`src/hw/rtl/itoa_pkg.sv`:
```
`timescale 1ns / 1ps
`default_nettype none

package itoa_pkg;

  // Field widths
  localparam int VALUE_W = 17;
  localparam int RADIX_W = 6;
  localparam int CHAR_W  = 8;
  localparam int DIGIT_W = 5;

  // Defaults
  localparam int MAG_WIDTH = 16;
  localparam int MAX_OUT   = 16;

  // Radix limits and reset value
  localparam logic [RADIX_W-1:0] RADIX_MIN   = 6'd2;
  localparam logic [RADIX_W-1:0] RADIX_MAX   = 6'd32;
  localparam logic [RADIX_W-1:0] RADIX_DEC   = 6'd10;
  localparam logic [RADIX_W-1:0] RADIX_RESET = 6'd10;

  // ASCII codes
  localparam logic [CHAR_W-1:0] CHAR_ZERO  = 8'd48;
  localparam logic [CHAR_W-1:0] CHAR_UPPER = 8'd65;
  localparam logic [CHAR_W-1:0] CHAR_MINUS = 8'd45;
  localparam logic [DIGIT_W-1:0] DIGIT_TEN = 5'd10;

  typedef enum logic [1:0] {
    ST_IDLE,
    ST_DIV,
    ST_SIGN,
    ST_EMIT
  } state_t;

  // Stack control from the sequencer
  typedef struct packed {
    logic push;
    logic pop;
  } stk_ctrl_t;

  // Map one digit value to its ASCII character
  function automatic logic [CHAR_W-1:0] digit_char(input logic [DIGIT_W-1:0] d);
    logic [CHAR_W-1:0] dw;
    dw = {3'b000, d};
    if (d >= DIGIT_TEN) begin
      return CHAR_UPPER + dw - {3'b000, DIGIT_TEN};
    end
    return CHAR_ZERO + dw;
  endfunction

endpackage

`default_nettype wire

```
`src/hw/rtl/itoa_div.sv`:
```
`timescale 1ns / 1ps
`default_nettype none

// Bit-serial restoring divider: one quotient bit per cycle
module itoa_div #(
  parameter int MAG_WIDTH = itoa_pkg::MAG_WIDTH
) (
  input  wire logic                           clk,
  input  wire logic                           rst,
  input  wire logic                           start,
  input  wire logic [MAG_WIDTH-1:0]           dividend,
  input  wire logic [itoa_pkg::RADIX_W-1:0]   divisor,
  output logic                                done,
  output logic [MAG_WIDTH-1:0]                quotient,
  output logic [itoa_pkg::DIGIT_W-1:0]        remainder
);

  localparam int CW = (MAG_WIDTH > 1) ? $clog2(MAG_WIDTH) : 1;
  localparam logic [CW-1:0] LAST_STEP = CW'(MAG_WIDTH - 1);

  logic                         busy;
  logic [CW-1:0]                cnt;
  logic [itoa_pkg::RADIX_W-1:0] trial;
  logic                         fits;
  logic [itoa_pkg::DIGIT_W-1:0] remainder_next;

  // Shift one dividend bit into the partial remainder and try a subtract
  always_comb begin
    trial          = {remainder, quotient[MAG_WIDTH-1]};
    fits           = (trial >= divisor);
    remainder_next = fits ? itoa_pkg::DIGIT_W'(trial - divisor)
                          : trial[itoa_pkg::DIGIT_W-1:0];
  end

  // Control: load on start, count steps, flag the last one
  always_ff @(posedge clk) begin
    if (rst) begin
      busy <= 1'b0;
      done <= 1'b0;
      cnt  <= '0;
    end else begin
      done <= 1'b0;
      if (start) begin
        busy <= 1'b1;
        cnt  <= '0;
      end else if (busy) begin
        cnt <= cnt + 1'b1;
        if (cnt == LAST_STEP) begin
          busy <= 1'b0;
          done <= 1'b1;
        end
      end
    end
  end

  // Datapath: quotient bits enter at the bottom as dividend bits leave the top
  always_ff @(posedge clk) begin
    if (start) begin
      quotient  <= dividend;
      remainder <= '0;
    end else if (busy) begin
      quotient  <= {quotient[MAG_WIDTH-2:0], fits};
      remainder <= remainder_next;
    end
  end

endmodule

`default_nettype wire

```
`src/hw/rtl/itoa_stack.sv`:
```
`timescale 1ns / 1ps
`default_nettype none

// Character stack as a shift register: push and pop both at entry 0
module itoa_stack #(
  parameter int DEPTH = itoa_pkg::MAX_OUT
) (
  input  wire logic                          clk,
  input  wire logic                          rst,
  input  wire itoa_pkg::stk_ctrl_t           ctrl,
  input  wire logic [itoa_pkg::CHAR_W-1:0]   push_char,
  output logic [itoa_pkg::CHAR_W-1:0]        top_char,
  output logic [$clog2(DEPTH+1)-1:0]         count
);

  localparam int CNT_W = $clog2(DEPTH + 1);

  logic [itoa_pkg::CHAR_W-1:0] entries [DEPTH];
  logic                        full;

  assign full     = (count == CNT_W'(DEPTH));
  assign top_char = entries[0];

  // Track fill level; drop pushes once full so the low digits are kept
  always_ff @(posedge clk) begin
    if (rst) begin
      count <= '0;
    end else if (ctrl.push && !full) begin
      count <= count + 1'b1;
    end else if (ctrl.pop && count != '0) begin
      count <= count - 1'b1;
    end
  end

  // Shift entries down on push, up on pop
  always_ff @(posedge clk) begin
    if (ctrl.push && !full) begin
      entries[0] <= push_char;
      for (int i = 1; i < DEPTH; i++) begin
        entries[i] <= entries[i-1];
      end
    end else if (ctrl.pop) begin
      for (int i = 0; i < DEPTH - 1; i++) begin
        entries[i] <= entries[i+1];
      end
    end
  end

  a_count_bound: assert property (@(posedge clk) disable iff (rst)
    count <= CNT_W'(DEPTH))
    else $error("stack count above depth");

  a_push_full_holds: assert property (@(posedge clk) disable iff (rst)
    (full && ctrl.push) |=> count == CNT_W'(DEPTH))
    else $error("push into full stack changed count");

  a_pop_dec: assert property (@(posedge clk) disable iff (rst)
    (ctrl.pop && !ctrl.push && count != '0) |=> count == $past(count) - 1'b1)
    else $error("pop did not decrement count");

endmodule

`default_nettype wire

```
`src/hw/rtl/integer_to_ascii_digits.sv`:
```
`timescale 1ns / 1ps
`default_nettype none

// Converts a signed 17-bit integer to its ASCII digit string in a set radix.
// Input channel: value with item_valid / item_stall; a beat is taken when
// item_valid is high and item_stall is low. item_stall is high from the
// accepting edge until the last character of that string has been taken.
// Output channel: character and last with char_valid / char_stall; one beat
// per character, most significant first, last high on the final one. The
// characters sit in a register stack, so char_stall simply holds the current
// beat for as long as the receiver needs.
// Config: radix written through cfg_valid / cfg_ready (ready is always high);
// write it only while no string is in flight. A radix outside 2..32 makes
// an accepted value produce no characters.
// Sequencing: each digit takes one pass of the bit-serial divider, then a
// sign step follows (a zero magnitude goes straight to it); the string then
// drains at one character per cycle while char_stall is low. A new value is
// taken only once the last character of the string has drained.
// Reset: synchronous; radix returns to 10 and any string in flight is dropped.
module integer_to_ascii_digits #(
  parameter int MAG_WIDTH = itoa_pkg::MAG_WIDTH
) (
  input  wire logic                                clk,
  input  wire logic                                rst,
  // config
  input  wire logic                                cfg_valid,
  output logic                                     cfg_ready,
  input  wire logic [itoa_pkg::RADIX_W-1:0]        radix,
  // input beats
  input  wire logic                                item_valid,
  output logic                                     item_stall,
  input  wire logic signed [itoa_pkg::VALUE_W-1:0] value,
  // output beats
  output logic                                     char_valid,
  input  wire logic                                char_stall,
  output logic [itoa_pkg::CHAR_W-1:0]              character,
  output logic                                     last
);

  localparam int DEPTH = itoa_pkg::MAX_OUT;
  localparam int CNT_W = $clog2(DEPTH + 1);

  itoa_pkg::state_t state, state_next;

  logic [itoa_pkg::RADIX_W-1:0] base;
  logic                         minus;
  logic                         radix_ok;
  logic                         accept;
  logic [itoa_pkg::VALUE_W-1:0] raw;
  logic [itoa_pkg::VALUE_W-1:0] abs_val;
  logic [MAG_WIDTH-1:0]         mag_in;
  logic                         mag_zero;

  logic                         div_start;
  logic                         div_done;
  logic [MAG_WIDTH-1:0]         dividend;
  logic [MAG_WIDTH-1:0]         quotient;
  logic [itoa_pkg::DIGIT_W-1:0] remainder;

  itoa_pkg::stk_ctrl_t          stk_ctrl;
  logic [itoa_pkg::CHAR_W-1:0]  push_char;
  logic [CNT_W-1:0]             count;

  assign cfg_ready = 1'b1;

  // Hold the radix register
  always_ff @(posedge clk) begin
    if (rst) begin
      base <= itoa_pkg::RADIX_RESET;
    end else if (cfg_valid && cfg_ready) begin
      base <= radix;
    end
  end

  assign radix_ok = base inside {[itoa_pkg::RADIX_MIN:itoa_pkg::RADIX_MAX]};
  assign accept   = item_valid && !item_stall;

  // Take the magnitude and fit it to MAG_WIDTH bits
  assign raw     = value;
  assign abs_val = raw[itoa_pkg::VALUE_W-1] ? (~raw + 1'b1) : raw;

  generate
    if (MAG_WIDTH <= itoa_pkg::VALUE_W) begin : g_trunc
      assign mag_in = abs_val[MAG_WIDTH-1:0];
    end else begin : g_ext
      assign mag_in = {{(MAG_WIDTH - itoa_pkg::VALUE_W){1'b0}}, abs_val};
    end
  endgenerate

  assign mag_zero = (mag_in == '0);
  assign dividend = (state == itoa_pkg::ST_IDLE) ? mag_in : quotient;

  // Remember whether this string needs a leading minus
  always_ff @(posedge clk) begin
    if (accept) begin
      minus <= raw[itoa_pkg::VALUE_W-1] && (base == itoa_pkg::RADIX_DEC);
    end
  end

  // Advance the sequencer
  always_ff @(posedge clk) begin
    if (rst) begin
      state <= itoa_pkg::ST_IDLE;
    end else begin
      state <= state_next;
    end
  end

  // Next state
  always_comb begin
    state_next = state;
    case (state)
      itoa_pkg::ST_IDLE: begin
        if (item_valid && radix_ok) begin
          state_next = mag_zero ? itoa_pkg::ST_SIGN : itoa_pkg::ST_DIV;
        end
      end
      itoa_pkg::ST_DIV: begin
        if (div_done && quotient == '0) begin
          state_next = itoa_pkg::ST_SIGN;
        end
      end
      itoa_pkg::ST_SIGN: begin
        state_next = itoa_pkg::ST_EMIT;
      end
      itoa_pkg::ST_EMIT: begin
        if (!char_stall && count == CNT_W'(1)) begin
          state_next = itoa_pkg::ST_IDLE;
        end
      end
      default: begin
        state_next = itoa_pkg::ST_IDLE;
      end
    endcase
  end

  // Outputs of the sequencer
  always_comb begin
    item_stall    = 1'b1;
    char_valid    = 1'b0;
    div_start     = 1'b0;
    stk_ctrl.push = 1'b0;
    stk_ctrl.pop  = 1'b0;
    push_char     = itoa_pkg::CHAR_ZERO;
    case (state)
      itoa_pkg::ST_IDLE: begin
        item_stall = 1'b0;
        if (item_valid && radix_ok) begin
          if (mag_zero) begin
            stk_ctrl.push = 1'b1;
          end else begin
            div_start = 1'b1;
          end
        end
      end
      itoa_pkg::ST_DIV: begin
        push_char = itoa_pkg::digit_char(remainder);
        if (div_done) begin
          stk_ctrl.push = 1'b1;
          div_start     = (quotient != '0);
        end
      end
      itoa_pkg::ST_SIGN: begin
        push_char     = itoa_pkg::CHAR_MINUS;
        stk_ctrl.push = minus;
      end
      itoa_pkg::ST_EMIT: begin
        char_valid   = 1'b1;
        stk_ctrl.pop = !char_stall;
      end
      default: begin
        item_stall = 1'b1;
      end
    endcase
  end

  itoa_div #(
    .MAG_WIDTH(MAG_WIDTH)
  ) u_div (
    .clk       (clk),
    .rst       (rst),
    .start     (div_start),
    .dividend  (dividend),
    .divisor   (base),
    .done      (div_done),
    .quotient  (quotient),
    .remainder (remainder)
  );

  itoa_stack #(
    .DEPTH(DEPTH)
  ) u_stack (
    .clk       (clk),
    .rst       (rst),
    .ctrl      (stk_ctrl),
    .push_char (push_char),
    .top_char  (character),
    .count     (count)
  );

  assign last = (count == CNT_W'(1));

  a_emit_nonempty: assert property (@(posedge clk) disable iff (rst)
    char_valid |-> count != '0)
    else $error("character offered from empty stack");

  a_done_in_div: assert property (@(posedge clk) disable iff (rst)
    div_done |-> state == itoa_pkg::ST_DIV)
    else $error("divider finished outside divide state");

  a_bad_radix_idle: assert property (@(posedge clk) disable iff (rst)
    (state == itoa_pkg::ST_IDLE && item_valid && !radix_ok) |=>
      state == itoa_pkg::ST_IDLE)
    else $error("bad radix started a conversion");

  a_idle_empty: assert property (@(posedge clk) disable iff (rst)
    (state == itoa_pkg::ST_IDLE) |-> count == '0)
    else $error("stack not drained at idle");

endmodule

`default_nettype wire

```
`config.mk`:
```
export PLATFORM = sky130hd
export DESIGN_NAME = integer_to_ascii_digits
export DESIGN_NICKNAME = d
export VERILOG_FILES = /design/src/hw/rtl/itoa_pkg.sv /design/src/hw/rtl/itoa_div.sv /design/src/hw/rtl/itoa_stack.sv /design/src/hw/rtl/integer_to_ascii_digits.sv
export SDC_FILE = /design/constraint.sdc
export NUM_CORES = 1
export LEC_CHECK = 0
export ABC_AREA = 1
export BUFFER_PORTS_ARGS = -buffer_cell sky130_fd_sc_hd__buf_2
export CORE_MARGIN = 8
export CORE_UTILIZATION = 50
export DETAILED_ROUTE_END_ITERATION = 8
export PLACE_DENSITY_LB_ADDON = 0.1
export SYNTH_ARGS = -nofsm -noshare
export SYNTH_HDL_FRONTEND = slang
export SYNTH_HIERARCHICAL = 1
export SYNTH_SLANG_ARGS = --single-unit
export TNS_END_PERCENT = 10
```
`constraint.sdc`:
```
create_clock -name clk -period 6.4 [get_ports clk]
set_input_delay 0.96 -clock clk [delete_from_list [all_inputs] [get_ports clk]]
set_output_delay 0.96 -clock clk [all_outputs]
set_load 0.1 [all_outputs]
```
==> flow_metrics.env <==
export IMPL_leakage_uw=0.004179
export IMPL_drt_pass1_iter_count=5
export IMPL_critPathMaxFanout=69
export IMPL_cts_buffers=17
export IMPL_yosys_top_cells_area="edfxtp_1 (50%), nand2_1 (12%), dfxtp_1 (5.5%)"
export IMPL_core_area_um2=17240
export IMPL_grt_pass1_vias=5615
export IMPL_p_seq_share_pct=43.4
export IMPL_io_buffers=38
export IMPL_syn_nets=1037
export IMPL_start_util_pct=50.89
export IMPL_htree_num_levels=4
export IMPL_synth_main_ff_cell="edfxtp_1"
export IMPL_finalSetupTns_ns=0
export IMPL_drive_above_1_share_pct=10.89
export IMPL_async_flop_share_pct=0
export IMPL_antenna_found_initial=0
export IMPL_ys_seq_area_share_pct=55.12
export IMPL_drt_antenna_violating_nets=0
export IMPL_synth_top_area_share_pct=49.64
export IMPL_yosysWarnings=6
export IMPL_gp_congestion=0.8543
export IMPL_grt_overflow=0
export IMPL_route_detailed_drc=0
export IMPL_routed_wl_mm=16.69
export IMPL_maxSlewHeadroom_pct=50.03
export IMPL_status="complete, no violations"
export IMPL_die_h_um=148.4
export IMPL_grt_pass1_wl_mm=27.98
export IMPL_die_w_um=148.4
export IMPL_hpwl_mm=11.29
export IMPL_p_sw_uw=1413
export IMPL_cts_num_sinks=169
export IMPL_max_clock_freq_mhz=249.5
export IMPL_grt_max_degree=81
export IMPL_fillers=1612
export IMPL_multi_input_area_um2=3184
export IMPL_viasPerCell=4.986
export IMPL_synth_edff_count=145
export IMPL_timing_max_cap_violations=0
export IMPL_fin_util_pct=55.53
export IMPL_worstSetupEndpointType="register"
export IMPL_netlist_instances=988
export IMPL_syn_avg_cell_area_um2=8.877
export IMPL_clk_pin_slew_ns=0.07
export IMPL_period_minus_slack_ns=4.008
export IMPL_cts_hold_buffers=0
export IMPL_ir_drop_uv=244.2
export IMPL_nNetsFinal=1055
export IMPL_cts_root_buf="clkbuf_16"
export IMPL_grt_use_total_pct=15.63
export IMPL_crit_required_ns=6.56
export IMPL_die_area_um2=22040
export IMPL_clock_power_share_pct=26.7
export IMPL_yosys_area_top_type="edfxtp_1"
export IMPL_area_delta_synth_final_pct=9.130
export IMPL_post_drt_wl_per_cell_um=13.41
export IMPL_p_per_area_nw_per_um2=406.1
export IMPL_synth_distinct_cells=44
export IMPL_finalMaxSlewViolations=0
export IMPL_setup_worst_path_start_class="input port"
export IMPL_num_io_pins=40
export IMPL_worst_pin_slew_ns=0.7478
export IMPL_final_seq_area_um2=4835
export IMPL_crit_type="in -> reg"
export IMPL_drtIter0Drc=490
export IMPL_clk_path_buf_depth=2
export IMPL_p_comb_share_pct=29.9
export IMPL_post_cts_setup_buffers=0
export IMPL_rows=48
export IMPL_n_antenna_cell=0
export IMPL_ys_seq_elements=169
export IMPL_vias=6202
export IMPL_finalHoldViolCount=0
export IMPL_cts_tree="done"
export IMPL_setup_viol=0
export IMPL_cts_resized=0
export IMPL_min_period_over_period_pct=62.63
export IMPL_skew_ns=0.01055
export IMPL_p_sw_share_pct=36.36
export IMPL_clk_latency_ns=0.43
export IMPL_intPower_uw=2474
export IMPL_min_path_type="reg -> reg"
export IMPL_synth_area_um2=8771
export IMPL_grt_setup_unrepaired="no"
export IMPL_cp_arrival_ns=4.17
-- cells in the final DEF (no fill, tap or decap), types with 2 or more instances in the layout --
cell	Yosys	layout
nand2_1	291	291
edfxtp_1	145	145
inv_1	113	113
o21ai_0	91	91
nor2_1	85	85
a21oi_1	54	54
buf_2	9	38
nand3_1	37	37
dfxtp_1	24	24
ha_1	19	19
clkbuf_16	0	17
nor2_2	10	10
nand2_2	10	10
nand4_1	8	8
a31oi_1	8	8
nand3b_1	5	5
nand2_4	4	4
nand3_2	3	3
nor3_1	3	3
nor4_1	3	3
clkinv_1	2	3
inv_6	0	3
inv_2	3	3
buf_4	10	3
o211ai_1	2	2
nor2_4	2	2
a21oi_2	2	2
conb_1	2	2
inv_8	0	2
bufinv_16	0	2
clkinv_4	0	2
clkinvlp_4	0	2
xnor2_1	2	2
xor2_1	2	2
fa_1	2	2
-- area by class of cell --
cell class	count	area share [%]
multi-input cells	658	33.27
clock buffers	18	4.484
flip-flops and latches	169	50.51
repair buffers	42	2.431
inverters	118	4.627
clock inverters	14	1.739
well taps	225	2.941
-- metrics by stage --
step           instance area [µm²]  setup WS (ns)  total power [µW]  instances  hold WS [ns]
3_5_place_dp                  8976          1.930              2872       1212        0.4340
3_3_place_gp                  8976          1.987              2853       1212        0.4334
4_1_cts                       9572          2.362              3918       1244        0.4503
5_1_grt                       9572          1.893              4149       1244        0.4560
2_1_floorplan                 8771          2.001              2626        988        0.4268
6_report                      9572          2.392              3887       1244        0.4494
-- synth_stat cells (all sizes together), types with 2 or more instances --
cell,n
clkinv,2
dfxtp,24
nand4,8
buf,32
xnor2,2
o21ai,93
nand2,305
fa,2
edfxtp,145
o211ai,2
inv,116
a21oi,57
or2,3
ha,19
nand3b,5
nand3,41
nor3,3
nor2,97
nor4,3
clkbuf,11
a31oi,8
xor2,2
conb,2
-- power groups by stage --
stage          clock [µW]  sequential, µW  combinational (µW)
6_report             1040            1690                1160
5_1_grt              1100            1710                1330
4_1_cts              1060            1690                1170
3_5_place_dp            0            1710                1170
3_3_place_gp            0            1700                1150
2_1_floorplan           0            1670                 958
-- flip-flops by register name, summed over array words and instances (netlist names) --
register	cells
state	2
minus	1
u_stack/count	5
u_div/busy	1
u_div/quotient	16
u_div/cnt	4
base	6
u_div/remainder	5
u_stack/entries	128
u_div/done	1
-- cell families (layout without fill, tap and decap cells) --
family / count (synthesis) / after routing / share of synthesized area [%]
simple gates: 466 / 466 / 22.61
xor+xnor: 4 / 4 / 0.3995
compound gates: 165 / 165 / 10.01
flops: 169 / 169 / 55.12
other cells: 2 / 2 / 0.08562
buf+inv: 161 / 192 / 8.602
fa+ha+maj: 21 / 21 / 3.167
-- critical path, cell delays in order --
cell     delay [ns]
buf_2          0.31
inv_1          0.20
nor2_1         0.12
nand2_1        0.07
a21oi_1        0.15
nand3_1        0.08
nor2_1         0.14
nand2_2        0.08
nor2_4         0.13
nand3_1        0.09
a21oi_2        0.21
nand2_4        0.36
nand2_4        0.61
buf_4          0.49
o21ai_0        0.15
-- metal layers --
layer	GRT usage, %	share of wire [%]
met5	0	0
met4	5.252	1.3
met1	24.77	55
met3	3.616	4.1
met2	19.95	40
-- worst paths after layout --
path                                                 to                     from  slack (ns)  depth (start not counted)
worst max-delay path              u_stack/entries[0][7]                value[16]        2.39                         15
worst min register to register  u_stack/entries[0][127]  u_stack/entries[0][119]        0.45                          0
worst min-delay path            u_stack/entries[0][127]  u_stack/entries[0][119]        0.45                          0
worst max register to register    u_stack/entries[0][7]                 state[0]        2.42                         10
Note: power is estimated with default switching activity, not from simulation.
